File: config.mk
export PLATFORM = sky130hd
export DESIGN_NAME = spe_exp_cell
export DESIGN_NICKNAME = d
export VERILOG_FILES = /design/src/sv/spe_pkg.sv /design/src/sv/spe_exp_cell.sv
export SDC_FILE = /design/constraint.sdc
export NUM_CORES = 1
export LEC_CHECK = 0
export ABC_AREA = 0
export ABC_CLOCK_PERIOD_IN_PS = 8600
export BUFFER_PORTS_ARGS = -buffer_cell sky130_fd_sc_hd__buf_4
export CAP_MARGIN = 10
export CORE_MARGIN = 8
export CORE_UTILIZATION = 58
export CTS_BUF_LIST = sky130_fd_sc_hd__clkbuf_4 sky130_fd_sc_hd__clkbuf_8
export DETAILED_ROUTE_END_ITERATION = 8
export PLACE_DENSITY = 0.87
export SYNTH_ARGS = -nofsm -noshare
export SYNTH_HDL_FRONTEND = slang
export SYNTH_SLANG_ARGS = --single-unit
export TNS_END_PERCENT = 10
File: constraint.sdc
create_clock -name i_clk -period 8.6 [get_ports i_clk]
set_input_delay 1.72 -clock i_clk [delete_from_list [all_inputs] [get_ports i_clk]]
set_output_delay 1.72 -clock i_clk [all_outputs]
set_load 0.005 [all_outputs]
File: src/sv/spe_pkg.sv
// Shared types, constants and constant functions of the sinusoidal position encoder.
`default_nettype none
package spe_pkg;

    localparam int MAX_SEQUENCE  = 65536;
    localparam int MAX_DIM       = 4096;
    localparam int OUT_FRAC_BITS = 15;

    localparam logic [11:0] HALF_DIM_RESET = 12'd256;
    localparam logic [11:0] HALF_DIM_MAX   = 12'(MAX_DIM / 2);
    localparam logic [15:0] POSITION_MAX   = 16'(MAX_SEQUENCE - 1);

    localparam logic [3:0]  LOG2_TENK_INT  = 4'd13;
    localparam logic [30:0] LOG2_TENK_FRAC = 31'd1235715261;
    localparam logic [63:0] TWO_PI_Q32     = 64'd26986075409;
    localparam logic [29:0] INV_TWO_PI_Q32 = 30'd683565276;
    localparam logic [31:0] ONE_Q30        = 32'h4000_0000;

    localparam logic signed [33:0] SIN_C1 = 34'sd1686629713;
    localparam logic signed [33:0] SIN_C3 = 34'sd693598668;
    localparam logic signed [33:0] SIN_C5 = 34'sd85569306;
    localparam logic signed [33:0] SIN_C7 = 34'sd5026782;
    localparam logic signed [33:0] SIN_C9 = 34'sd172265;

    localparam int RND_SH = 30 - OUT_FRAC_BITS;
    localparam logic [31:0] RND_HALF = 32'(64'd1 << (RND_SH - 1));
    localparam logic [31:0] OUT_MAX  =
        (((64'd1 << OUT_FRAC_BITS) - 64'd1) > 64'd32767) ? 32'd32767 :
        32'((64'd1 << OUT_FRAC_BITS) - 64'd1);

    localparam int DIV_CELLS = 32;
    localparam int EXP_CELLS = 32;
    localparam int MOD_CELLS = 15;

    // Item data that rides along the chain.
    typedef struct packed {
        logic [15:0] pos;
        logic [3:0]  shift;
        logic        err;
    } t_side;

    // One lane of the sine polynomial.
    typedef struct packed {
        logic signed [32:0] acc;
        logic [30:0]        z;
        logic [30:0]        z2;
        logic [1:0]         quad;
    } t_lane;

    function automatic logic [63:0] isqrt64(input logic [63:0] val);
        logic [63:0] v;
        logic [63:0] res;
        logic [63:0] b;
        v   = val;
        res = 64'd0;
        for (int s = 31; s >= 0; s--) begin
            b = 64'd1 << (2 * s);
            if (v >= res + b) begin
                v   = v - (res + b);
                res = (res >> 1) + b;
            end else begin
                res = res >> 1;
            end
        end
        return res;
    endfunction

    // 2^(-2^-idx) in Q0.32 by the truncating square-root chain.
    function automatic logic [31:0] chain_factor(input int idx);
        logic [63:0] c;
        c = 64'h8000_0000;
        for (int i = 1; i <= idx; i++) begin
            c = isqrt64(c << 32);
        end
        return c[31:0];
    endfunction

endpackage
`default_nettype wire

File: src/sv/spe_exp_cell.sv
// One cell of 2^-frac: multiply by a fixed root factor when its exponent bit is set.
`default_nettype none
module spe_exp_cell #(
    parameter int IDX = 1
) (
    input  logic            i_clk,
    input  logic            i_rst_n,
    input  logic            i_en,
    input  logic            i_valid,
    input  spe_pkg::t_side  i_side,
    input  logic [31:0]     i_frac,
    input  logic [32:0]     i_prod,
    output logic            o_valid,
    output spe_pkg::t_side  o_side,
    output logic [31:0]     o_frac,
    output logic [32:0]     o_prod
);
    localparam logic [31:0] FACTOR = spe_pkg::chain_factor(IDX);

    logic           r_valid;
    spe_pkg::t_side r_side;
    logic [31:0]    r_frac;
    logic [32:0]    r_prod, n_prod;
    logic [64:0]    w_mul;

    always_comb begin
        w_mul  = {32'd0, i_prod} * {33'd0, FACTOR};
        n_prod = i_frac[32 - IDX] ? w_mul[64:32] : i_prod;
    end

    always_ff @(posedge i_clk) begin
        if (!i_rst_n) begin
            r_valid <= 1'b0;
        end else if (i_en) begin
            r_valid <= i_valid;
        end
    end

    always_ff @(posedge i_clk) begin
        if (i_en) begin
            r_side <= i_side;
            r_frac <= i_frac;
            r_prod <= n_prod;
        end
    end

    assign o_valid = r_valid;
    assign o_side  = r_side;
    assign o_frac  = r_frac;
    assign o_prod  = r_prod;
endmodule
`default_nettype wire

==> impl_results.md <==
- Status: complete, no violations
- Core area: between 30000 and 40000 sq um
- Io pins: between 150 and 200
- Area growth syn-to-layout: 11.55%
- Setup violators final: 0
- Min cycle time layout: 8.355 ns
- CP startpoint kind: primary input
- Routed wire per std cell: 22.51 um
- Resized Gates After CTS: 0
- Share of layout cells above drive strength 1: ~14%
- Worst slew pin tran: 1.109 ns
- Largest net degree at the start of global routing: between 80 and 90
- Site Rows: 70
- Final HPWL DP: 53.17 mm
- R2R setup slack: a little under 8 ns
- Vias in the first global route: 17007
- Syn Nets: 2877
- Skew final: 0 ns
- Area contributors post-synth: fa_1, ha_1, edfxtp_1
- Post-synth EDFFs: 86
- H-tree depth: 3
- Post-CTS Setup Bufs: 0
- Placed cell count: 2654
- Post-Place Cell Area: 23470 sq um
- Antenna cells: 0
- Final cell count without fillers: between 2000 and 3000
- Synth async-reset ratio: 0%
- Final #Nets: 3112
- CTS tree: yes
- Starting Density: 58.33%
- Antenna violations before repair: 2
- Yosys cell types: 82
- Maximum clock frequency: 0.1197 GHz
- CTS Hold Bufs: 0
- Clk slew on worst S/H paths: 0.08 ns
- Worst setup EP type: register
- Setup Total Neg Slack: 0 ns
- Max-capacitance violation count: 0
- Most instantiated library cell after synthesis: inv_1
- Port Buffers: 176
- Clk_lat worst skew: around 0.38 ns
- Iter 0 DRT Violations: 975
- Syn. warnings: 0
- Die footprint: around 43000 sq um
- Seq/Total Area, Yosys: between 10% and 20%
- Syn Area/Cell: 10.81 sq um
- Fin area: between 20000 and 25000 sq um
- Via/cell ratio: 5.687
- Synth area leader: fa_1
- Tcrit/Tclk final: 97.15%
- RSZ-0062 raised after global routing: false
- Fin. Hold Viols: 0
- Maximum clock path buffer count: 2
- Die H: 207.2 um
- #FFs+latches synth: 87
- Tightest hold margin: 0.5918 ns
- Critical path required time: 8.71 ns
- DRC: 0
- HP Class: register to register
- Final ANT Viol Nets: 0
- Synth Flop Type: edfxtp_1
- Total gr overflow: 0
- Setup CP Type: primary input to register
- Sink Count: 87
- Synthesized area: 21200 sq um
- Chip width: 207.2 um
- Post-synth top cells: inv_1, ha_1, fa_1
- Crit-path max FO: 8
- CTS Buf Count: 9
- First-pass GRT wire length: about 95 mm
- Final Slew Violations: 0
- Slew Limit Headroom: 26.10%
- Share of the synthesized area in the top cell type: 35.88%
- Global Route Usage Sum: 28.45%
- Post-Synthesis Cells: between 1500 and 2000
- Routed WL: between 60 and 70 mm
- WP data arrival: 8.46 ns
- CTS root buf: clkbuf_8
- Fillers: 2663
- Via count: 15184
- Drt first pass iters: 8
- GP Congestion: between 1 and 1.5
-- metrics by stage --
step | utilization (%) | setup slack [ns]
global placement | 64.57 | 0.09169
CTS | 65.05 | 0.2973
global route | 65.06 | 0.04243
floorplan | - | 0.5889
detailed placement | 64.57 | -0.09267
finish | 65.06 | 0.2454
-- area by class of cell --
type	count	area (sq um)	area share, %
flip-flops and latches	87	2603	11.00
multi-input cells	1324	16460	69.60
inverters	530	1989	8.412
clock inverters	4	26.28	0.1111
clock buffers	12	146.4	0.6190
well taps	468	585.6	2.476
repair buffers	245	1839	7.777
-- metal layers --
metal  part of all wire [%]  track usage, %  up-vias
li1                       -               -     6787
met5                  0.045               0        -
met2                     49           48.65      647
met1                     38           34.84     7588
met4                    5.0           12.08        4
met3                    8.2           5.631      158
-- cells in the final DEF, fill, tap and decap left out, drive strengths merged, types with 3 or more instances in the layout --
cell,synthesis,layout
o31ai,6,6
clkbuf,10,12
and3,6,6
xnor2,19,19
a31oi,9,9
mux2,13,13
and4,3,3
xor2,40,40
mux2i,6,6
ha,445,445
nand2b,5,5
nor2b,5,5
edfxtp,86,86
nand4,18,18
a21oi,71,71
o21ai,40,40
nor3,9,9
a21o,37,37
a31o,3,3
o21bai,13,13
a211oi,8,8
o21a,4,4
nand3,15,15
and2,18,18
nor2,35,35
nand2,59,59
o211ai,10,10
fa,380,380
buf,10,245
inv,530,530
a2111oi,3,3
clkinv,0,3
or3,6,6
-- state kept, by name, summed over array words and instances (netlist names) --
name	flops
o_frac	32
o_side	21
o_prod	33
o_valid	1
-- final timing paths --
| check | start | end | cells after the start |
|---|---|---|---|
| max | i_prod[5] | o_prod[30]$_DFFE_PP_ | 24 |
| min | o_valid$_SDFFE_PN0P_ | o_valid$_SDFFE_PN0P_ | 2 |
| max reg2reg | o_valid$_SDFFE_PN0P_ | o_valid$_SDFFE_PN0P_ | 2 |
| min reg2reg | o_valid$_SDFFE_PN0P_ | o_valid$_SDFFE_PN0P_ | 2 |
-- logic make-up after synthesis --
group,share of synthesized area [%]
xor gates and xnor gates,2.437
DFF,12.28
muxes,0.9738
buffers and inverters,10.12
AOI/OAI and AO/OA,7.365
adders and majority gates,62.15
and+or+nand+nor,4.686
-- worst max-delay path: stages --
cell,delay (ns)
buf_4,0.18
ha_1,0.34
fa_1,0.41
fa_1,0.49
inv_1,0.05
fa_1,0.48
inv_1,0.06
fa_1,0.53
inv_1,0.07
fa_1,0.53
inv_1,0.05
fa_1,0.51
fa_1,0.43
ha_1,0.34
a21oi_1,0.39
o211ai_1,0.18
a211oi_1,0.55
nor3b_1,0.13
a211oi_2,0.18
buf_4,0.17
a2111oi_2,0.07
or3_2,0.42
nand3_1,0.09
o21ai_0,0.10
Power is left out: the tool's default activity adds up to more than one toggle a clock period on the data nets, which glitch-free logic cannot reach.
