**config.mk**
```make
export PLATFORM = sky130hd
export DESIGN_NAME = spe_mod_cell
export DESIGN_NICKNAME = d
export VERILOG_FILES = /design/src/sv/spe_pkg.sv /design/src/sv/spe_mod_cell.sv
export SDC_FILE = /design/constraint.sdc
export NUM_CORES = 1
export LEC_CHECK = 0
export ABC_AREA = 1
export BUFFER_PORTS_ARGS = -buffer_cell sky130_fd_sc_hd__buf_2
export CAP_MARGIN = 20
export CORE_ASPECT_RATIO = 1.4
export CORE_MARGIN = 1.5
export CORE_UTILIZATION = 30
export CTS_CLUSTER_DIAMETER = 50
export CTS_CLUSTER_SIZE = 40
export DETAILED_ROUTE_END_ITERATION = 12
export PLACE_DENSITY = 0.51
export REMOVE_ABC_BUFFERS = 1
export SETUP_SLACK_MARGIN = 0.5
export SLEW_MARGIN = 15
export SYNTH_ARGS = -nofsm -noshare
export SYNTH_HDL_FRONTEND = slang
export SYNTH_SLANG_ARGS = --single-unit
```
**constraint.sdc**
```tcl
create_clock -name i_clk -period 5.4 [get_ports i_clk]
set_clock_uncertainty 0.2 [all_clocks]
set_input_delay 0.27 -clock i_clk [delete_from_list [all_inputs] [get_ports i_clk]]
set_output_delay 0.27 -clock i_clk [all_outputs]
set_load 0.05 [all_outputs]
```
**src/sv/spe_pkg.sv**
```systemverilog
// Shared types, constants and constant functions of the sinusoidal position encoder.
`default_nettype none
package spe_pkg;

    localparam int MAX_SEQUENCE  = 65536;
    localparam int MAX_DIM       = 4096;
    localparam int OUT_FRAC_BITS = 15;

    localparam logic [11:0] HALF_DIM_RESET = 12'd256;
    localparam logic [11:0] HALF_DIM_MAX   = 12'(MAX_DIM / 2);
    localparam logic [15:0] POSITION_MAX   = 16'(MAX_SEQUENCE - 1);

    localparam logic [3:0]  LOG2_TENK_INT  = 4'd13;
    localparam logic [30:0] LOG2_TENK_FRAC = 31'd1235715261;
    localparam logic [63:0] TWO_PI_Q32     = 64'd26986075409;
    localparam logic [29:0] INV_TWO_PI_Q32 = 30'd683565276;
    localparam logic [31:0] ONE_Q30        = 32'h4000_0000;

    localparam logic signed [33:0] SIN_C1 = 34'sd1686629713;
    localparam logic signed [33:0] SIN_C3 = 34'sd693598668;
    localparam logic signed [33:0] SIN_C5 = 34'sd85569306;
    localparam logic signed [33:0] SIN_C7 = 34'sd5026782;
    localparam logic signed [33:0] SIN_C9 = 34'sd172265;

    localparam int RND_SH = 30 - OUT_FRAC_BITS;
    localparam logic [31:0] RND_HALF = 32'(64'd1 << (RND_SH - 1));
    localparam logic [31:0] OUT_MAX  =
        (((64'd1 << OUT_FRAC_BITS) - 64'd1) > 64'd32767) ? 32'd32767 :
        32'((64'd1 << OUT_FRAC_BITS) - 64'd1);

    localparam int DIV_CELLS = 32;
    localparam int EXP_CELLS = 32;
    localparam int MOD_CELLS = 15;

    // Item data that rides along the chain.
    typedef struct packed {
        logic [15:0] pos;
        logic [3:0]  shift;
        logic        err;
    } t_side;

    // One lane of the sine polynomial.
    typedef struct packed {
        logic signed [32:0] acc;
        logic [30:0]        z;
        logic [30:0]        z2;
        logic [1:0]         quad;
    } t_lane;

    function automatic logic [63:0] isqrt64(input logic [63:0] val);
        logic [63:0] v;
        logic [63:0] res;
        logic [63:0] b;
        v   = val;
        res = 64'd0;
        for (int s = 31; s >= 0; s--) begin
            b = 64'd1 << (2 * s);
            if (v >= res + b) begin
                v   = v - (res + b);
                res = (res >> 1) + b;
            end else begin
                res = res >> 1;
            end
        end
        return res;
    endfunction

    // 2^(-2^-idx) in Q0.32 by the truncating square-root chain.
    function automatic logic [31:0] chain_factor(input int idx);
        logic [63:0] c;
        c = 64'h8000_0000;
        for (int i = 1; i <= idx; i++) begin
            c = isqrt64(c << 32);
        end
        return c[31:0];
    endfunction

endpackage
`default_nettype wire

```
**src/sv/spe_mod_cell.sv**
```systemverilog
// One cell of the reduction modulo 2*pi: subtract a shifted copy of 2*pi when it fits.
`default_nettype none
module spe_mod_cell #(
    parameter int SHIFT = 0
) (
    input  logic            i_clk,
    input  logic            i_rst_n,
    input  logic            i_en,
    input  logic            i_valid,
    input  spe_pkg::t_side  i_side,
    input  logic [48:0]     i_angle,
    output logic            o_valid,
    output spe_pkg::t_side  o_side,
    output logic [48:0]     o_angle
);
    localparam logic [63:0] STEP_WIDE = spe_pkg::TWO_PI_Q32 << SHIFT;
    localparam logic [48:0] STEP      = STEP_WIDE[48:0];

    logic           r_valid;
    spe_pkg::t_side r_side;
    logic [48:0]    r_angle, n_angle;

    always_comb begin
        n_angle = (i_angle >= STEP) ? i_angle - STEP : i_angle;
    end

    always_ff @(posedge i_clk) begin
        if (!i_rst_n) begin
            r_valid <= 1'b0;
        end else if (i_en) begin
            r_valid <= i_valid;
        end
    end

    always_ff @(posedge i_clk) begin
        if (i_en) begin
            r_side  <= i_side;
            r_angle <= n_angle;
        end
    end

    assign o_valid = r_valid;
    assign o_side  = r_side;
    assign o_angle = r_angle;
endmodule
`default_nettype wire

```
==> impl_metrics.yaml <==
run_status:
  status: "finished, final reports clean"
placement:
  io_buffers: 144
  postPlaceCellArea_mm2: 0.00617
  dp_hpwl_mm: 15.2
  gp_congestion: 1.00
yosys:
  yosys_register_bits: 71
  synth_top_area_share_pct: 40.1
  synth_compound_area_share_pct: 5.59
  synthFlopType: "edfxtp_1"
  synth_area_mm2: 0.00524
  synthAdderAreaFrac_pct: 0.478
  synth_top_family_by_area: "simple AND/OR/NAND/NOR gates"
  synthesis.yosys.warnings: 0
  synth_area_leaders: "edfxtp_1 (40%), nand2_1 (23%), nor2_1 (7.2%), nand3_1 (6.8%), inv_1 (5.8%)"
  synth-simple-area-share_pct: 42.5
  ys_seq_area_share_pct: 40.5
  synth_xor_area_share_pct: 1.98
  ys_types: 31
  synthCells: 783
  avgSynthCellArea_um2: 6.69
  yosys.area.top_type: "edfxtp_1"
  synth_enable_flop_cells: 70
  synthArstFlopShare_pct: 0
  synth.area.mux_share_pct: 0
power:
  vdd_drop_max_uv: 98.7
  total_leakage_power_nw: 3.24
  powerDensity_mw_per_mm2: 264
routing:
  postRouteAntennaNets: 0
  route.detailed.drc: 0
  wire_per_inst_um: 15.8
  viasPerCell: 4.63
  drt-initial-drc-count: 403
  num_vias: 5520
  drt_first_pass_iters: 8
  route.final.wire_length_mm: 18.9
clocking:
  clock_path_buffers: 2
  numCtsBuffers: 9
  post-cts-setup-buffers: 0
  cts_tree: "yes"
  clk_pin_slew_worst_paths_ns: 0.05
  numClockSinks: 71
  cts-root-buf: "clkbuf_16"
  h-tree-depth: 3
  clock_latency_ns: 0.35
sta:
  drv_slew: 0
  tightest_slew_ns: 0.955
  rsz0062_at_grt: "false"
  finalHoldViolations: 0
  slew_headroom_pct: 36.4
  fmax_ghz: 0.366
  period_needed_ns: 2.73
  finalSetupTns_ns: 0
  period_share_pct: 50.5
  setup_violations: 0
critical_path:
  path_max_fanout: 41
  cp_top_family: "simple AND/OR/NAND/NOR gates"
  end_kind: "flop"
  critPathLaunchType: "primary input"
  crit_slowest_cell: "nand3_2"
  cp.arrival_ns: 2.63
  path_cells: "buf_2 > nor2_1 > nand3_1 > nor2_1 > nand2_1 > nor2_1 > nand2_1 > nand3_2 > buf_4 > nand2_1 > nand2_1 > nand2_1"
  path_class: "in2reg"
  required_ns: 5.30
  slowest_delay_ns: 0.54
  crit_buf_inv: 2
  crit_path_frequent_cell: "nand2_1"
grt:
  grt_max_degree: 73
  grt_pass1_vias: 5417
  grtUsageTotal_pct: 20.8
  grt_overflow: 0
  antenna_found_initial: 0
  grt_pass1_wl_mm: 28.4
cells_and_area:
  area_growth_pct: 28.3
  layout_common_cells: "nand2_1 (318), buf_2 (143), nor2_1 (100)"
  final_area_mm2: 0.00672
  final_common_cell: "nand2_1"
  fin_nets: 1027
  diodes: 0
  drive_above_1_share_pct: 20.7
floorplan:
  ios: 145
  core.rowCount: 57
  die_area_mm2: 0.0183
  core-area_mm2: 0.0173
  die_w_um: 115
  initial_core_util_pct: 30.4
  die_h_um: 159
min_path:
  hp-class: "in2reg"
job:
  drv_cap: 0
## metrics by stage
stage	utilization (%)	instances	hold slack, ns	setup WS [ns]	power, mW
CTS	39.0	1192	0.0329	2.61	1.80
global placement	35.7	1153	0.246	2.26	1.12
floorplan	-	772	0.163	2.79	0.977
global route	39.0	1192	0.0565	2.35	1.85
finish	39.0	1192	0.0443	2.67	1.78
detailed placement	35.7	1153	0.248	2.24	1.12
## per-layer routing
layer / vias to the layer above / track usage (%) / share of wire (%)
li1: 2841 / - / -
met1: 2489 / 22.3 / 39
met2: 158 / 39.2 / 54
met3: 32 / 3.65 / 4.3
met4: 0 / 8.41 / 2.8
met5: - / 0 / 0
## path summary, 6_finish.rpt
check	startpoint	endpoint	slack, ns	depth (start not counted)
setup reg to reg	o_valid$_SDFFE_PN0P_	o_valid$_SDFFE_PN0P_	3.98	3
hold reg to reg	o_valid$_SDFFE_PN0P_	o_valid$_SDFFE_PN0P_	0.89	3
setup / recovery	i_angle[38]	o_angle[27]$_DFFE_PP_	2.67	12
hold / removal	i_angle[21]	o_angle[21]$_DFFE_PP_	0.04	3
## repair_timing
item / CTS / global route
endpoints found under the hold margin: 22 / 0
resized for setup: 0 / 0
hold buffers: 23 / 0
## tightest hold or removal path, delay by kind of cell
family | cells | cell delay [ns]
and+or+nand+nor | 2 | 0.11
buffers and inverters | 1 | 0.11
## power breakdown
group          switching [mW]  internal (mW)  total (mW)
clock                   0.250          0.408       0.658
sequential             0.0119          0.664       0.675
combinational           0.335          0.109       0.445
## kinds of logic after synthesis
logic type / after synthesis
DFF: 71
adders and majority gates: 2
buffers and inverters: 111
AOI/OAI and AO/OA: 55
xor gates and xnor gates: 11
and+or+nand+nor: 533
## cell usage after synthesis (2+ instances only)
| master | n |
|---|---|
| xor2_1 | 10 |
| nor3_1 | 3 |
| o21bai_1 | 2 |
| nor2_1 | 100 |
| nand3b_1 | 6 |
| inv_2 | 19 |
| o21ai_1 | 14 |
| buf_6 | 6 |
| and2_1 | 2 |
| nor2_2 | 8 |
| nand3_1 | 71 |
| ha_1 | 2 |
| inv_1 | 81 |
| nor2_4 | 2 |
| nor3_2 | 2 |
| nand2_1 | 318 |
| edfxtp_1 | 70 |
| nand2_2 | 4 |
| nand4_1 | 16 |
| o21ai_0 | 11 |
| buf_2 | 4 |
| a21oi_1 | 23 |
## sequential cells by signal, indices dropped and copies added, names as in the netlist
| register | count |
|---|---|
| o_angle | 49 |
| o_side | 21 |
| o_valid | 1 |
## area by class of cell
type / instances / area [um^2]
Fill cell: 1973 / 10500
Multi-Input combinational cell: 601 / 2650
Sequential cell: 71 / 2120
Timing Repair Buffer: 168 / 961
Inverter: 100 / 375
Tap cell: 236 / 295
Clock buffer: 10 / 229
Clock inverter: 6 / 93.8
Power figures use the tool's default switching activity.
