--- config.mk ---
export PLATFORM = sky130hd
export DESIGN_NAME = spe_poly_cell
export DESIGN_NICKNAME = d
export VERILOG_FILES = /design/src/sv/spe_pkg.sv /design/src/sv/spe_poly_cell.sv
export SDC_FILE = /design/constraint.sdc
export NUM_CORES = 2
export LEC_CHECK = 0
export ABC_AREA = 1
export BUFFER_PORTS_ARGS = -buffer_cell sky130_fd_sc_hd__buf_2
export CAP_MARGIN = 20
export CORE_MARGIN = 1
export CORE_UTILIZATION = 55
export DETAILED_ROUTE_END_ITERATION = 10
export PLACE_DENSITY = 0.73
export SETUP_SLACK_MARGIN = 0.15
export SLEW_MARGIN = 20
export SYNTH_ARGS = -nofsm -noshare
export SYNTH_HDL_FRONTEND = slang
export SYNTH_SLANG_ARGS = --single-unit
--- constraint.sdc ---
create_clock -name i_clk -period 20.1 [get_ports i_clk]
set_input_delay 1.005 -clock i_clk [delete_from_list [all_inputs] [get_ports i_clk]]
set_output_delay 1.005 -clock i_clk [all_outputs]
set_load 0.02 [all_outputs]
--- src/sv/spe_pkg.sv ---
// Shared types, constants and constant functions of the sinusoidal position encoder.
`default_nettype none
package spe_pkg;

    localparam int MAX_SEQUENCE  = 65536;
    localparam int MAX_DIM       = 4096;
    localparam int OUT_FRAC_BITS = 15;

    localparam logic [11:0] HALF_DIM_RESET = 12'd256;
    localparam logic [11:0] HALF_DIM_MAX   = 12'(MAX_DIM / 2);
    localparam logic [15:0] POSITION_MAX   = 16'(MAX_SEQUENCE - 1);

    localparam logic [3:0]  LOG2_TENK_INT  = 4'd13;
    localparam logic [30:0] LOG2_TENK_FRAC = 31'd1235715261;
    localparam logic [63:0] TWO_PI_Q32     = 64'd26986075409;
    localparam logic [29:0] INV_TWO_PI_Q32 = 30'd683565276;
    localparam logic [31:0] ONE_Q30        = 32'h4000_0000;

    localparam logic signed [33:0] SIN_C1 = 34'sd1686629713;
    localparam logic signed [33:0] SIN_C3 = 34'sd693598668;
    localparam logic signed [33:0] SIN_C5 = 34'sd85569306;
    localparam logic signed [33:0] SIN_C7 = 34'sd5026782;
    localparam logic signed [33:0] SIN_C9 = 34'sd172265;

    localparam int RND_SH = 30 - OUT_FRAC_BITS;
    localparam logic [31:0] RND_HALF = 32'(64'd1 << (RND_SH - 1));
    localparam logic [31:0] OUT_MAX  =
        (((64'd1 << OUT_FRAC_BITS) - 64'd1) > 64'd32767) ? 32'd32767 :
        32'((64'd1 << OUT_FRAC_BITS) - 64'd1);

    localparam int DIV_CELLS = 32;
    localparam int EXP_CELLS = 32;
    localparam int MOD_CELLS = 15;

    // Item data that rides along the chain.
    typedef struct packed {
        logic [15:0] pos;
        logic [3:0]  shift;
        logic        err;
    } t_side;

    // One lane of the sine polynomial.
    typedef struct packed {
        logic signed [32:0] acc;
        logic [30:0]        z;
        logic [30:0]        z2;
        logic [1:0]         quad;
    } t_lane;

    function automatic logic [63:0] isqrt64(input logic [63:0] val);
        logic [63:0] v;
        logic [63:0] res;
        logic [63:0] b;
        v   = val;
        res = 64'd0;
        for (int s = 31; s >= 0; s--) begin
            b = 64'd1 << (2 * s);
            if (v >= res + b) begin
                v   = v - (res + b);
                res = (res >> 1) + b;
            end else begin
                res = res >> 1;
            end
        end
        return res;
    endfunction

    // 2^(-2^-idx) in Q0.32 by the truncating square-root chain.
    function automatic logic [31:0] chain_factor(input int idx);
        logic [63:0] c;
        c = 64'h8000_0000;
        for (int i = 1; i <= idx; i++) begin
            c = isqrt64(c << 32);
        end
        return c[31:0];
    endfunction

endpackage
`default_nettype wire

--- src/sv/spe_poly_cell.sv ---
// One Horner step of the quarter-wave sine polynomial, for the sine and cosine lanes.
`default_nettype none
module spe_poly_cell #(
    parameter logic signed [33:0] COEF  = 34'sd0,
    parameter bit                 USE_Z = 1'b0
) (
    input  logic                 i_clk,
    input  logic                 i_rst_n,
    input  logic                 i_en,
    input  logic                 i_valid,
    input  spe_pkg::t_side       i_side,
    input  spe_pkg::t_lane [1:0] i_lane,
    output logic                 o_valid,
    output spe_pkg::t_side       o_side,
    output spe_pkg::t_lane [1:0] o_lane
);
    logic                 r_valid;
    spe_pkg::t_side       r_side;
    spe_pkg::t_lane [1:0] r_lane, n_lane;
    logic [30:0]          w_mult [2];
    logic [32:0]          w_mag  [2];
    logic [62:0]          w_prod [2];
    logic signed [33:0]   w_term [2];
    logic signed [33:0]   w_sum  [2];

    // Signed times unsigned Q30, truncated toward zero, then add the coefficient.
    always_comb begin
        for (int l = 0; l < 2; l++) begin
            w_mult[l] = USE_Z ? i_lane[l].z : i_lane[l].z2;
            w_mag[l]  = i_lane[l].acc[32] ? 33'(-i_lane[l].acc) : 33'(i_lane[l].acc);
            w_prod[l] = {31'd0, w_mag[l][31:0]} * {32'd0, w_mult[l]};
            w_term[l] = i_lane[l].acc[32] ? -$signed({1'b0, w_prod[l][62:30]})
                                          :  $signed({1'b0, w_prod[l][62:30]});
            w_sum[l]  = COEF + w_term[l];
            n_lane[l]      = i_lane[l];
            n_lane[l].acc  = w_sum[l][32:0];
        end
    end

    always_ff @(posedge i_clk) begin
        if (!i_rst_n) begin
            r_valid <= 1'b0;
        end else if (i_en) begin
            r_valid <= i_valid;
        end
    end

    always_ff @(posedge i_clk) begin
        if (i_en) begin
            r_side <= i_side;
            r_lane <= n_lane;
        end
    end

    assign o_valid = r_valid;
    assign o_side  = r_side;
    assign o_lane  = r_lane;
endmodule
`default_nettype wire

==> results.cfg <==
[outcome]
status = finished, final reports clean

[critical_path]
slowest_stage = clkinv_1
worstRegToRegCells = 2
worstPathMaxFanout = 31
worstSetupStartpoint = i_lane[161]
crit_path_start_kind = primary input
path_class = in2reg
end_kind = flop
r2r_setup_slack_ns = 19.44
endpoint = o_lane[189]
rr_startpoint = o_valid
critPathArrivalTime_ns = 12.13
crit_top_cell = nand2_1
r2r-end = o_valid
critPathRequiredTime_ns = 20.49
worst_path_largest_cell_delay_ns = 0.87

[timing]
relSlewSlack_pct = 21.2
period_minus_slack_ns = 11.74
finalSetupViolCount = 0
max_freq_mhz = 85.2
slew_violations = 0
min_period_over_period_pct = 58.4
finalSetupTns_ns = 0
worst_pin_slew_ns = 1.18
fin_worst_skew_ns = 0
rsz0062_at_grt = false
hold_viol = 0

[synth]
synth_ff_type = edfxtp_1
ys_ff_latch = 216
synth-edff-count = 215
synth_top_area_cell = fa_1
post-synth-top-count-cell = inv_1
netlist_area_um2 = 75400
synthesis.instances = 9388
netlist.area_leader.share_pct = 45.9
postSynthAreaPerCell_um2 = 8.03
syn-num-nets = 11847
yosysWarnings = 0
yosysSeqAreaShare_pct = 8.59
synthTopCellsByCount = inv_1, nand2_1, fa_1
yosys.cell_types.count = 53
postSynth.asyncResetShare_pct = 0
synthTopCellsByArea = fa_1, inv_1, nand2_1

[clock_tree]
postCtsSetupBuffers = 0
insertion_delay_ns = 0.60
ctsResizeCount = 0
cts_root_buffer = clkbuf_16
cts_max_path_buffers = 3
numCtsBuffers = 28
cts_tree = done
clock_sinks = 216
clk_pin_slew_ns = 0.06
hold_buffers = 0
cts-htree-levels = 1

[die]
die_area_um2 = 139000
die-height_um = 372
fp-row-count = 135
initial_utilization_pct = 55.6
ios = 435
die_w_um = 372
coreArea_um2 = 136000

[drt]
antenna_left = 0
wl_per_cell_um = 23.5
drt_iter0_drc = 5743
via_per_inst = 5.66
finalWirelength_um = 268000
vias = 64587
drc_errors = 0
firstDrtPassIters = 9

[global_routing]
top_usage_layer = met2
met3_usage_pct = 11.3
grt_pass1_vias = 68377
grt_use_total_pct = 39.9
grt_first_pass_wirelength_um = 410000
use_met1_pct = 48.4
overflow = 0
grt_max_degree = 85
globalRouteMet2Util_pct = 63.6
antenna_found_initial = 19

[place]
gp_congestion = 1.02
dpl.hpwl_um = 218000
portBuffers = 434

[finish]
multi_input_area_um2 = 58800
fillers = 12348
area_growth_pct = 6.17
num-nets-final = 12058
seq_area_um2 = 6480
layout-drive-gt1-share_pct = 6.77
final_util_pct = 59.0

[flow_run]
drv_cap = 0

[worst_hold_path]
hold_depth = 2
hp-class = reg2reg
==> per-layer routing <==
layer | vias up | routed length, µm
met1 | 32071 | 96200
met4 | 8 | 19500
met3 | 1035 | 31300
met2 | 3940 | 121000
li1 | 27533 | -
met5 | - | 57
==> sequential cells by signal (all words and copies together) (netlist names) <==
signal,flops
o_lane,194
o_valid,1
o_side,21
==> cell families (layout without fill, tap and decap cells) <==
kind of cell    Yosys count  after routing  synth area share [%]
fa+ha+maj              2240           2240                  54.4
flops                   216            216                  8.59
buf+inv                2659           2891                  13.4
other cells               0             16                     0
xor+xnor                 69             69                 0.812
simple gates           3879           3879                  20.5
compound gates          325            325                  2.36
==> through the flow <==
step	std cells	instance area, µm²	hold WS (ns)	setup WS, ns
6_report	11417	80000	0.546	8.36
5_1_grt	11409	80000	0.553	7.75
4_1_cts	11399	80000	0.541	8.73
3_5_place_dp	11348	79000	0.538	8.08
3_3_place_gp	11348	79000	0.528	8.21
2_1_floorplan	9388	75400	0.606	10.73
==> layout make-up <==
| class | count | share of cell area [%] |
|---|---|---|
| sequential | 216 | 8.09 |
| tap | 1781 | 2.78 |
| inverter | 2329 | 10.9 |
| antenna | 16 | 0.0500 |
| clock buffer | 30 | 0.911 |
| clock inverter | 21 | 0.247 |
| timing repair buffer | 511 | 3.48 |
| multi-input combinational | 6513 | 73.5 |
==> critical path, delay by kind of cell <==
| family | cells | cell delay [ns] |
|---|---|---|
| buf+inv | 11 | 2.04 |
| fa+ha+maj | 10 | 4.75 |
| simple gates | 26 | 3.56 |
| compound gates | 1 | 0.18 |
| xor+xnor | 1 | 0.49 |
==> layout by cell type (no fill, tap or decap), types with 7 or more instances in the layout <==
cell | Yosys | layout
nor2_2 | 9 | 9
o21bai_1 | 25 | 25
nand3_2 | 7 | 7
o21ai_0 | 89 | 89
nand2_2 | 13 | 13
a21oi_1 | 167 | 167
inv_2 | 10 | 10
or2_2 | 21 | 21
xor2_1 | 53 | 53
nor3_1 | 48 | 48
nand2_1 | 2193 | 2193
clkinv_2 | 0 | 10
nor2_4 | 13 | 13
xnor2_1 | 15 | 15
nand3b_1 | 13 | 13
buf_2 | 22 | 433
ha_1 | 510 | 510
nand4_1 | 61 | 61
fa_1 | 1730 | 1730
edfxtp_1 | 215 | 215
a21o_1 | 10 | 10
o21ai_1 | 10 | 9
diode_2 | 0 | 16
nor4_1 | 9 | 9
nor2_1 | 1278 | 1278
clkinv_1 | 42 | 45
buf_4 | 9 | 75
o21ai_2 | 6 | 7
clkbuf_16 | 0 | 29
nand3_1 | 200 | 200
inv_1 | 2276 | 2275
==> worst min-delay path by stage <==
| stage | startpoint | endpoint | slack (ns) |
|---|---|---|---|
| floorplan | o_valid | o_valid | 0.61 |
| finish | o_valid | o_valid | 0.55 |
| global placement | o_valid | o_valid | 0.53 |
| global route | i_lane[42] | o_lane[42] | 0.55 |
| CTS | i_lane[150] | o_lane[150] | 0.54 |
| detailed placement | o_valid | o_valid | 0.54 |
Power is not shown: default switching activity piles up to over one toggle a cycle in this logic, so the estimate is an artifact.
