==> src/sv/spe_pkg.sv <==
// Shared types, constants and constant functions of the sinusoidal position encoder.
`default_nettype none
package spe_pkg;

    localparam int MAX_SEQUENCE  = 65536;
    localparam int MAX_DIM       = 4096;
    localparam int OUT_FRAC_BITS = 15;

    localparam logic [11:0] HALF_DIM_RESET = 12'd256;
    localparam logic [11:0] HALF_DIM_MAX   = 12'(MAX_DIM / 2);
    localparam logic [15:0] POSITION_MAX   = 16'(MAX_SEQUENCE - 1);

    localparam logic [3:0]  LOG2_TENK_INT  = 4'd13;
    localparam logic [30:0] LOG2_TENK_FRAC = 31'd1235715261;
    localparam logic [63:0] TWO_PI_Q32     = 64'd26986075409;
    localparam logic [29:0] INV_TWO_PI_Q32 = 30'd683565276;
    localparam logic [31:0] ONE_Q30        = 32'h4000_0000;

    localparam logic signed [33:0] SIN_C1 = 34'sd1686629713;
    localparam logic signed [33:0] SIN_C3 = 34'sd693598668;
    localparam logic signed [33:0] SIN_C5 = 34'sd85569306;
    localparam logic signed [33:0] SIN_C7 = 34'sd5026782;
    localparam logic signed [33:0] SIN_C9 = 34'sd172265;

    localparam int RND_SH = 30 - OUT_FRAC_BITS;
    localparam logic [31:0] RND_HALF = 32'(64'd1 << (RND_SH - 1));
    localparam logic [31:0] OUT_MAX  =
        (((64'd1 << OUT_FRAC_BITS) - 64'd1) > 64'd32767) ? 32'd32767 :
        32'((64'd1 << OUT_FRAC_BITS) - 64'd1);

    localparam int DIV_CELLS = 32;
    localparam int EXP_CELLS = 32;
    localparam int MOD_CELLS = 15;

    // Item data that rides along the chain.
    typedef struct packed {
        logic [15:0] pos;
        logic [3:0]  shift;
        logic        err;
    } t_side;

    // One lane of the sine polynomial.
    typedef struct packed {
        logic signed [32:0] acc;
        logic [30:0]        z;
        logic [30:0]        z2;
        logic [1:0]         quad;
    } t_lane;

    function automatic logic [63:0] isqrt64(input logic [63:0] val);
        logic [63:0] v;
        logic [63:0] res;
        logic [63:0] b;
        v   = val;
        res = 64'd0;
        for (int s = 31; s >= 0; s--) begin
            b = 64'd1 << (2 * s);
            if (v >= res + b) begin
                v   = v - (res + b);
                res = (res >> 1) + b;
            end else begin
                res = res >> 1;
            end
        end
        return res;
    endfunction

    // 2^(-2^-idx) in Q0.32 by the truncating square-root chain.
    function automatic logic [31:0] chain_factor(input int idx);
        logic [63:0] c;
        c = 64'h8000_0000;
        for (int i = 1; i <= idx; i++) begin
            c = isqrt64(c << 32);
        end
        return c[31:0];
    endfunction

endpackage
`default_nettype wire

==> src/sv/spe_div_cell.sv <==
// One restoring-division cell: produces one quotient bit of k / half_dim.
`default_nettype none
module spe_div_cell (
    input  logic            i_clk,
    input  logic            i_rst_n,
    input  logic            i_en,
    input  logic            i_valid,
    input  spe_pkg::t_side  i_side,
    input  logic [11:0]     i_divisor,
    input  logic [12:0]     i_rem,
    input  logic [31:0]     i_quot,
    output logic            o_valid,
    output spe_pkg::t_side  o_side,
    output logic [12:0]     o_rem,
    output logic [31:0]     o_quot
);
    logic           r_valid;
    spe_pkg::t_side r_side;
    logic [12:0]    r_rem,  n_rem;
    logic [31:0]    r_quot, n_quot;
    logic [13:0]    w_trial;
    logic           w_ge;

    always_comb begin
        w_trial = {i_rem, 1'b0};
        w_ge    = w_trial >= {2'b00, i_divisor};
        n_rem   = w_ge ? 13'(w_trial - {2'b00, i_divisor}) : w_trial[12:0];
        n_quot  = {i_quot[30:0], w_ge};
    end

    always_ff @(posedge i_clk) begin
        if (!i_rst_n) begin
            r_valid <= 1'b0;
        end else if (i_en) begin
            r_valid <= i_valid;
        end
    end

    always_ff @(posedge i_clk) begin
        if (i_en) begin
            r_side <= i_side;
            r_rem  <= n_rem;
            r_quot <= n_quot;
        end
    end

    assign o_valid = r_valid;
    assign o_side  = r_side;
    assign o_rem   = r_rem;
    assign o_quot  = r_quot;
endmodule
`default_nettype wire

==> config.mk <==
export PLATFORM = sky130hd
export DESIGN_NAME = spe_div_cell
export DESIGN_NICKNAME = d
export VERILOG_FILES = /design/src/sv/spe_pkg.sv /design/src/sv/spe_div_cell.sv
export SDC_FILE = /design/constraint.sdc
export NUM_CORES = 1
export LEC_CHECK = 0
export BUFFER_PORTS_ARGS = -buffer_cell sky130_fd_sc_hd__buf_2
export CAP_MARGIN = 20
export CORE_MARGIN = 2
export CORE_UTILIZATION = 40
export DETAILED_ROUTE_END_ITERATION = 16
export GPL_TIMING_DRIVEN = 1
export PLACE_DENSITY = 0.78
export SYNTH_ARGS = -nofsm -noshare
export SYNTH_HDL_FRONTEND = slang
export SYNTH_SLANG_ARGS = --single-unit
export TNS_END_PERCENT = 100
==> constraint.sdc <==
create_clock -name i_clk -period 2.4 [get_ports i_clk]
set_clock_uncertainty 0.1 [all_clocks]
set_input_delay 0.12 -clock i_clk [delete_from_list [all_inputs] [get_ports i_clk]]
set_output_delay 0.12 -clock i_clk [all_outputs]
set_load 0.05 [all_outputs]
==> impl_metrics.xml, run 1 <==
<?xml version="1.0" encoding="UTF-8"?>
<metrics>
  <group name="setup_path">
    <metric name="critical_path_arrival" unit="ps">2030</metric>
    <metric name="slack_of_the_worst_reg_to_reg_path" unit="ps">1100</metric>
    <metric name="worst-path-max-fanout" unit="">11</metric>
    <metric name="timing.critical_path.to_type" unit="">flop</metric>
    <metric name="worst-r2r-cell-count" unit="">3</metric>
    <metric name="timing_worst_setup_path_type" unit="">input port to flop</metric>
    <metric name="cp.required" unit="ps">2380</metric>
    <metric name="critical_path.startpoint_type" unit="">input port</metric>
  </group>
  <group name="floorplanning">
    <metric name="fp.dieArea" unit="µm²">7780</metric>
    <metric name="placeableCoreArea" unit="µm²">6830</metric>
    <metric name="start_util" unit="">0.415</metric>
    <metric name="number_of_top_level_pins" unit="">149</metric>
    <metric name="die_w" unit="µm">88.2</metric>
    <metric name="row_count" unit="">30</metric>
    <metric name="chipHeight" unit="µm">88.2</metric>
  </group>
  <group name="drt">
    <metric name="drt_drc_violations_left" unit="">0</metric>
    <metric name="avgRoutedWirePerCell" unit="µm">16.0</metric>
    <metric name="drtIter0Drc" unit="">82</metric>
    <metric name="via_count" unit="">2334</metric>
    <metric name="totalWireLength" unit="mm">8.06</metric>
    <metric name="viasPerCell" unit="">4.65</metric>
    <metric name="detailedRoute.firstPassIterationCount" unit="">4</metric>
    <metric name="antenna_left" unit="">0</metric>
  </group>
  <group name="synth">
    <metric name="synth_cell_type_count" unit="">42</metric>
    <metric name="synth.avg_cell_area" unit="µm²">15.8</metric>
    <metric name="synth-seq-area-share" unit="">0.706</metric>
    <metric name="synth.cell_area" unit="µm²">2840</metric>
    <metric name="postSynthNetCount" unit="">275</metric>
    <metric name="syn-instance-count" unit="">180</metric>
    <metric name="netlist.area_leader.share" unit="">0.699</metric>
    <metric name="synth_enable_flop_cells" unit="">66</metric>
    <metric name="synth_ff_type" unit="">sky130_fd_sc_hd__edfxtp_1</metric>
    <metric name="ys.warnings.count" unit="">0</metric>
    <metric name="leading_post_synthesis_cells_by_cell_area" unit="">sky130_fd_sc_hd__edfxtp_1 (70%), sky130_fd_sc_hd__ha_1 (5.3%), sky130_fd_sc_hd__a21oi_1 (2.6%)</metric>
    <metric name="synth-seq-cells" unit="">67</metric>
    <metric name="yosys.area.top_type" unit="">sky130_fd_sc_hd__edfxtp_1</metric>
    <metric name="synth-async-reset-ratio" unit="">0</metric>
  </group>
  <group name="clocking">
    <metric name="cts_made_buffers" unit="">9</metric>
    <metric name="worst_skew_pair.late_latency" unit="ps">320</metric>
    <metric name="number_of_setup_buffers_added_after_cts" unit="">0</metric>
    <metric name="cts-resized-gates" unit="">0</metric>
    <metric name="clockRootBuffer" unit="">sky130_fd_sc_hd__clkbuf_8</metric>
    <metric name="clkSlewWorstSetupHoldPaths" unit="ps">70</metric>
    <metric name="cts_tree" unit="">built</metric>
    <metric name="number_of_levels_the_h_tree_was_split_into" unit="">3</metric>
    <metric name="max-clock-path-buffers" unit="">2</metric>
    <metric name="numClockSinks" unit="">67</metric>
    <metric name="ctsHoldBuffers" unit="">58</metric>
  </group>
  <group name="timing">
    <metric name="finalSetupViolCount" unit="">0</metric>
    <metric name="final-hold-violation-count" unit="">0</metric>
    <metric name="report.final.slew_viol_count" unit="">0</metric>
    <metric name="postLayoutSetupSlackWorst" unit="ps">345</metric>
    <metric name="fmax" unit="MHz">487</metric>
    <metric name="tightest_slew" unit="ps">462</metric>
    <metric name="totalNegativeSetupSlack" unit="ps">0</metric>
    <metric name="post-route-period-util" unit="">0.856</metric>
    <metric name="slew_headroom" unit="">0.691</metric>
    <metric name="finalCriticalPeriod" unit="ps">2060</metric>
    <metric name="unrepaired_setup_endpoints_after_global_routing" unit="">false</metric>
    <metric name="timing.hold.ws" unit="ps">38.8</metric>
  </group>
  <group name="final_layout">
    <metric name="nFillCells" unit="">503</metric>
    <metric name="instances_no_fill" unit="">502</metric>
    <metric name="antennaDiodeCount" unit="">0</metric>
    <metric name="area.growth.synth_to_final" unit="%">58.2</metric>
    <metric name="layout_commonest_cell" unit="">sky130_fd_sc_hd__buf_2</metric>
    <metric name="layout-drive-gt1-share" unit="">0.443</metric>
    <metric name="multi_input_comb_area" unit="µm²">743</metric>
    <metric name="mostFrequentLayoutCells" unit="">sky130_fd_sc_hd__buf_2 (147), sky130_fd_sc_hd__edfxtp_1 (66), sky130_fd_sc_hd__dlygate4sd3_1 (58), sky130_fd_sc_hd__inv_1 (18), sky130_fd_sc_hd__a21oi_1 (15)</metric>
    <metric name="area.sequential" unit="µm²">2000</metric>
    <metric name="nets" unit="">497</metric>
  </group>
  <group name="pwr">
    <metric name="clock_power_share" unit="">0.244</metric>
    <metric name="cellPowerDensity" unit="nW/µm²">692</metric>
    <metric name="share_of_total_power_in_sequential_cells" unit="">0.465</metric>
    <metric name="netSwitchingFraction" unit="">0.332</metric>
    <metric name="net-switching-power" unit="W">0.00103</metric>
    <metric name="combPwrFrac" unit="">0.291</metric>
    <metric name="internal_power" unit="W">0.00207</metric>
    <metric name="power.static_leakage" unit="nW">2.01</metric>
    <metric name="ir_worst_vdd" unit="mV">0.308</metric>
  </group>
  <group name="placement">
    <metric name="buffer_ports.inserted" unit="">147</metric>
    <metric name="post_dp_hpwl" unit="mm">5.11</metric>
    <metric name="post-place-ws" unit="ps">4.67</metric>
    <metric name="finalWeightedCongestion" unit="">0.894</metric>
    <metric name="post-place-cells" unit="">429</metric>
  </group>
  <group name="global_routing">
    <metric name="grt_antenna_before_repair" unit="">0</metric>
    <metric name="grt_pass1_wl" unit="mm">11.8</metric>
    <metric name="grt_pass1_vias" unit="">2359</metric>
    <metric name="grt_max_degree" unit="">51</metric>
    <metric name="grt-ovfl-total" unit="">0</metric>
    <metric name="grt_util_all_layers" unit="">0.205</metric>
  </group>
  <group name="flow_run">
    <metric name="max_cap_violations" unit="">0</metric>
  </group>
  <group name="hold_path">
    <metric name="holdCritPathClass" unit="">input port to flop</metric>
    <metric name="whs_path_depth" unit="">3</metric>
  </group>
  <group name="outcome">
    <metric name="run_status" unit="">finished, final reports clean</metric>
  </group>
</metrics>
==> Yosys cell counts, drive strengths merged (3+ instances only) <==
cell     n
nor2     8
a31o     3
nand2    6
edfxtp  66
buf      3
ha      12
xnor2    7
nor3     3
a21oi   15
and2     3
inv     18
mux2     4
==> power by group through the flow <==
stage                     clock network (W)  registers (W)  logic, W
after CTS                          0.000782        0.00144  0.000897
after global routing               0.000819        0.00145  0.000956
after floorplan                           0        0.00185  0.000193
final                              0.000757        0.00144  0.000903
after detailed placement                  0        0.00146  0.000821
after global placement                    0        0.00146  0.000810
==> sequential cells by signal, summed over array words and instances (netlist names) <==
name / cells
o_side: 21
o_quot: 32
o_valid: 1
o_rem: 13
==> stage by stage <==
step / cell area, µm² / power (W) / utilization
finish: 4490 / 0.00310 / 0.657
global route: 4490 / 0.00323 / 0.657
CTS: 4490 / 0.00312 / 0.657
detailed placement: 3750 / 0.00228 / 0.549
global placement: 3750 / 0.00227 / 0.549
floorplan: 2840 / 0.00205 / -
==> per-layer routing <==
layer,share of wire,global-route usage,vias up,routed length [µm]
li1,-,-,1123,-
met2,0.50,0.348,117,4020
met4,0.038,0.103,0,306
met1,0.37,0.233,1066,3000
met3,0.090,0.0653,28,727
met5,0,0,-,0
==> area by class of cell <==
type,instances,share of cell area
timing repair buffer,214,0.311
clock inverter,6,0.00753
sequential,67,0.446
tap,96,0.0268
clock buffer,9,0.0276
inverter,18,0.0151
multi-input combinational,92,0.166
==> logic make-up after synthesis <==
kind of cell               count (synthesis)  synth area share
AOI/OAI and AO/OA                         37             0.100
xor gates and xnor gates                   7            0.0216
adders and majority gates                 13            0.0600
buffers and inverters                     21            0.0322
DFF                                       67             0.706
muxes                                      6            0.0282
and+or+nand+nor                           29            0.0521
==> critical path: stages <==
cell and delay, ps:
sky130_fd_sc_hd__buf_2 100, sky130_fd_sc_hd__inv_1 70, sky130_fd_sc_hd__fa_1 450, sky130_fd_sc_hd__a21o_1 190, sky130_fd_sc_hd__a221oi_2 300, sky130_fd_sc_hd__o31ai_2 100
sky130_fd_sc_hd__a31o_1 230, sky130_fd_sc_hd__buf_4 180, sky130_fd_sc_hd__mux2_4 300
==> path summary, 6_finish.rpt <==
path                                           start                    to
worst max-delay path                    i_divisor[0]    o_rem[1]$_DFFE_PP_
worst min-delay path                        i_rem[9]   o_rem[10]$_DFFE_PP_
worst max register to register  o_valid$_SDFFE_PN0P_  o_valid$_SDFFE_PN0P_
worst min register to register  o_valid$_SDFFE_PN0P_  o_valid$_SDFFE_PN0P_
(Power assumes the default switching activity.)
==> inputs of run 2 (changes only) <==
==> constraint.sdc (replaced) <==
create_clock -name i_clk -period 1.7 [get_ports i_clk]
set_clock_uncertainty 0.1 [all_clocks]
set_input_delay 0.085 -clock i_clk [delete_from_list [all_inputs] [get_ports i_clk]]
set_output_delay 0.085 -clock i_clk [all_outputs]
set_load 0.05 [all_outputs]
==> run 2 against run 1 <==
Effect of this change:
- the run now ends with negative setup slack left
- register-to-register slack got worse by 740 ps
- worst setup slack got worse by 540 ps
- power rose by 64%
- clock power increased by 98%
- routed wire length increased by 26%
- largest cell class unchanged
- die area unchanged
- flip-flop and latch count is the same
==> impl_metrics.xml, run 2 (synthesized netlist as in run 1, its figures left out) <==
<?xml version="1.0" encoding="UTF-8"?>
<metrics>
  <group name="placement">
    <metric name="buffer_ports.inserted" unit="">147</metric>
    <metric name="post_dp_hpwl" unit="mm">5.73</metric>
    <metric name="finalWeightedCongestion" unit="">0.901</metric>
    <metric name="post-place-ws" unit="ps">-693</metric>
  </group>
  <group name="drt">
    <metric name="viasPerCell" unit="">4.89</metric>
    <metric name="antenna_left" unit="">0</metric>
    <metric name="totalWireLength" unit="mm">10.2</metric>
    <metric name="drtIter0Drc" unit="">218</metric>
    <metric name="detailedRoute.firstPassIterationCount" unit="">4</metric>
    <metric name="avgRoutedWirePerCell" unit="µm">18.7</metric>
    <metric name="via_count" unit="">2659</metric>
    <metric name="drt_drc_violations_left" unit="">0</metric>
  </group>
  <group name="floorplanning">
    <metric name="number_of_top_level_pins" unit="">149</metric>
    <metric name="fp.dieArea" unit="µm²">7780</metric>
    <metric name="placeableCoreArea" unit="µm²">6830</metric>
    <metric name="start_util" unit="">0.415</metric>
    <metric name="die_w" unit="µm">88.2</metric>
    <metric name="chipHeight" unit="µm">88.2</metric>
    <metric name="row_count" unit="">30</metric>
  </group>
  <group name="clocking">
    <metric name="number_of_levels_the_h_tree_was_split_into" unit="">3</metric>
    <metric name="clockRootBuffer" unit="">sky130_fd_sc_hd__clkbuf_8</metric>
    <metric name="worst_skew_pair.late_latency" unit="ps">330</metric>
    <metric name="clkSlewWorstSetupHoldPaths" unit="ps">80</metric>
    <metric name="max-clock-path-buffers" unit="">2</metric>
    <metric name="cts_made_buffers" unit="">9</metric>
    <metric name="cts_tree" unit="">built</metric>
    <metric name="numClockSinks" unit="">67</metric>
  </group>
  <group name="timing">
    <metric name="fmax" unit="MHz">527</metric>
    <metric name="finalSetupViolCount" unit="">14</metric>
    <metric name="report.final.slew_viol_count" unit="">0</metric>
    <metric name="post-route-period-util" unit="">1.12</metric>
    <metric name="unrepaired_setup_endpoints_after_global_routing" unit="">true</metric>
    <metric name="timing.hold.ws" unit="ps">47.8</metric>
    <metric name="postLayoutSetupSlackWorst" unit="ps">-198</metric>
    <metric name="slew_headroom" unit="">0.692</metric>
    <metric name="finalCriticalPeriod" unit="ps">1900</metric>
    <metric name="tightest_slew" unit="ps">458</metric>
    <metric name="final-hold-violation-count" unit="">0</metric>
  </group>
  <group name="global_routing">
    <metric name="grt_antenna_before_repair" unit="">0</metric>
    <metric name="grt_max_degree" unit="">68</metric>
    <metric name="grt_pass1_wl" unit="mm">14.7</metric>
    <metric name="grt-ovfl-total" unit="">0</metric>
    <metric name="grt_util_all_layers" unit="">0.261</metric>
    <metric name="grt_pass1_vias" unit="">2690</metric>
  </group>
  <group name="final_layout">
    <metric name="area.sequential" unit="µm²">2000</metric>
    <metric name="layout-drive-gt1-share" unit="">0.556</metric>
    <metric name="mostFrequentLayoutCells" unit="">sky130_fd_sc_hd__buf_2 (144), sky130_fd_sc_hd__edfxtp_1 (66), sky130_fd_sc_hd__dlygate4sd3_1 (58), sky130_fd_sc_hd__buf_4 (44), sky130_fd_sc_hd__inv_1 (14)</metric>
    <metric name="layout_commonest_cell" unit="">sky130_fd_sc_hd__buf_2</metric>
    <metric name="nFillCells" unit="">420</metric>
    <metric name="multi_input_comb_area" unit="µm²">942</metric>
    <metric name="nets" unit="">538</metric>
    <metric name="antennaDiodeCount" unit="">0</metric>
    <metric name="area.growth.synth_to_final" unit="%">79.9</metric>
    <metric name="largest_register_ffs" unit="">32</metric>
  </group>
  <group name="setup_path">
    <metric name="timing_worst_setup_path_type" unit="">input port to flop</metric>
    <metric name="timing.critical_path.to_type" unit="">flop</metric>
    <metric name="cp.required" unit="ps">1700</metric>
    <metric name="critical_path_arrival" unit="ps">1890</metric>
    <metric name="critical_path.startpoint_type" unit="">input port</metric>
    <metric name="worst-path-max-fanout" unit="">6</metric>
  </group>
  <group name="outcome">
    <metric name="run_status" unit="">complete, but fails checks</metric>
    <metric name="failed_checks" unit="">negative setup slack</metric>
  </group>
  <group name="hold_path">
    <metric name="holdCritPathClass" unit="">input port to flop</metric>
  </group>
  <group name="pwr">
    <metric name="cellPowerDensity" unit="nW/µm²">995</metric>
    <metric name="ir_worst_vdd" unit="mV">0.425</metric>
    <metric name="power.static_leakage" unit="nW">2.27</metric>
  </group>
  <group name="flow_run">
    <metric name="max_cap_violations" unit="">0</metric>
  </group>
</metrics>
[run 2: path summary, 6_finish.rpt]
kind / from / endpoint / slack, ps / cells past startpoint
worst min register to register: o_valid$_SDFFE_PN0P_ / o_valid$_SDFFE_PN0P_ / 1080 / 3
worst max register to register: o_valid$_SDFFE_PN0P_ / o_valid$_SDFFE_PN0P_ / 360 / 3
worst min-delay path: i_divisor[0] / o_rem[0]$_SDFFCE_PN0P_ / 50 / 3
worst max-delay path: i_divisor[0] / o_rem[1]$_DFFE_PP_ / -200 / 9
[run 2: metrics by stage]
stage               TNS (ps)  std cells  power [W]   util  instance area [µm²]
floorplan              -4380        180    0.00293      -                 2970
global placement       -8050        463    0.00333  0.603                 4120
detailed placement     -8600        463    0.00336  0.603                 4120
CTS                     -582        541    0.00498  0.740                 5060
global route           -2570        544    0.00525  0.747                 5100
finish                 -1940        544    0.00508  0.747                 5100
[run 2: routing by layer]
layer	share of wire	track usage	routed length, µm	up-vias
met5	0	0	0	-
met4	0.026	0.0923	268	0
met3	0.077	0.0634	785	23
met2	0.53	0.476	5390	135
met1	0.37	0.298	3730	1289
li1	-	-	-	1212
[run 2: power by group]
part	total, W	leakage (nW)	switching (W)	internal [W]
clock	0.00150	0.110	0.000668	0.000836
combinational	0.00153	1.50	0.000961	0.000569
sequential	0.00204	0.654	0.0000483	0.00200
[run 2: critical path: stages]
cell	delay [ps]
sky130_fd_sc_hd__buf_8	80
sky130_fd_sc_hd__inv_4	30
sky130_fd_sc_hd__fa_2	390
sky130_fd_sc_hd__a21o_1	200
sky130_fd_sc_hd__a221oi_4	300
sky130_fd_sc_hd__o31ai_4	80
sky130_fd_sc_hd__buf_4	140
sky130_fd_sc_hd__a31o_4	270
sky130_fd_sc_hd__mux2_4	310
[run 2: area by class of cell]
class                      count  share of cell area
timing repair buffer         254               0.340
sequential                    67               0.392
clock buffer                   9              0.0243
tap                           96              0.0235
inverter                      18              0.0162
clock inverter                 7              0.0194
multi-input combinational     93               0.185
[run 2: what timing repair did]
item | 4_1_cts | 5_1_grt
pin swaps | 19 | 2
endpoints found under the hold margin | 57 | 0
setup buffers | 4 | 2
hold buffers | 58 | 0
setup endpoints to repair | 13 | 12
gates cloned | 0 | 1
resized for setup | 23 | 5
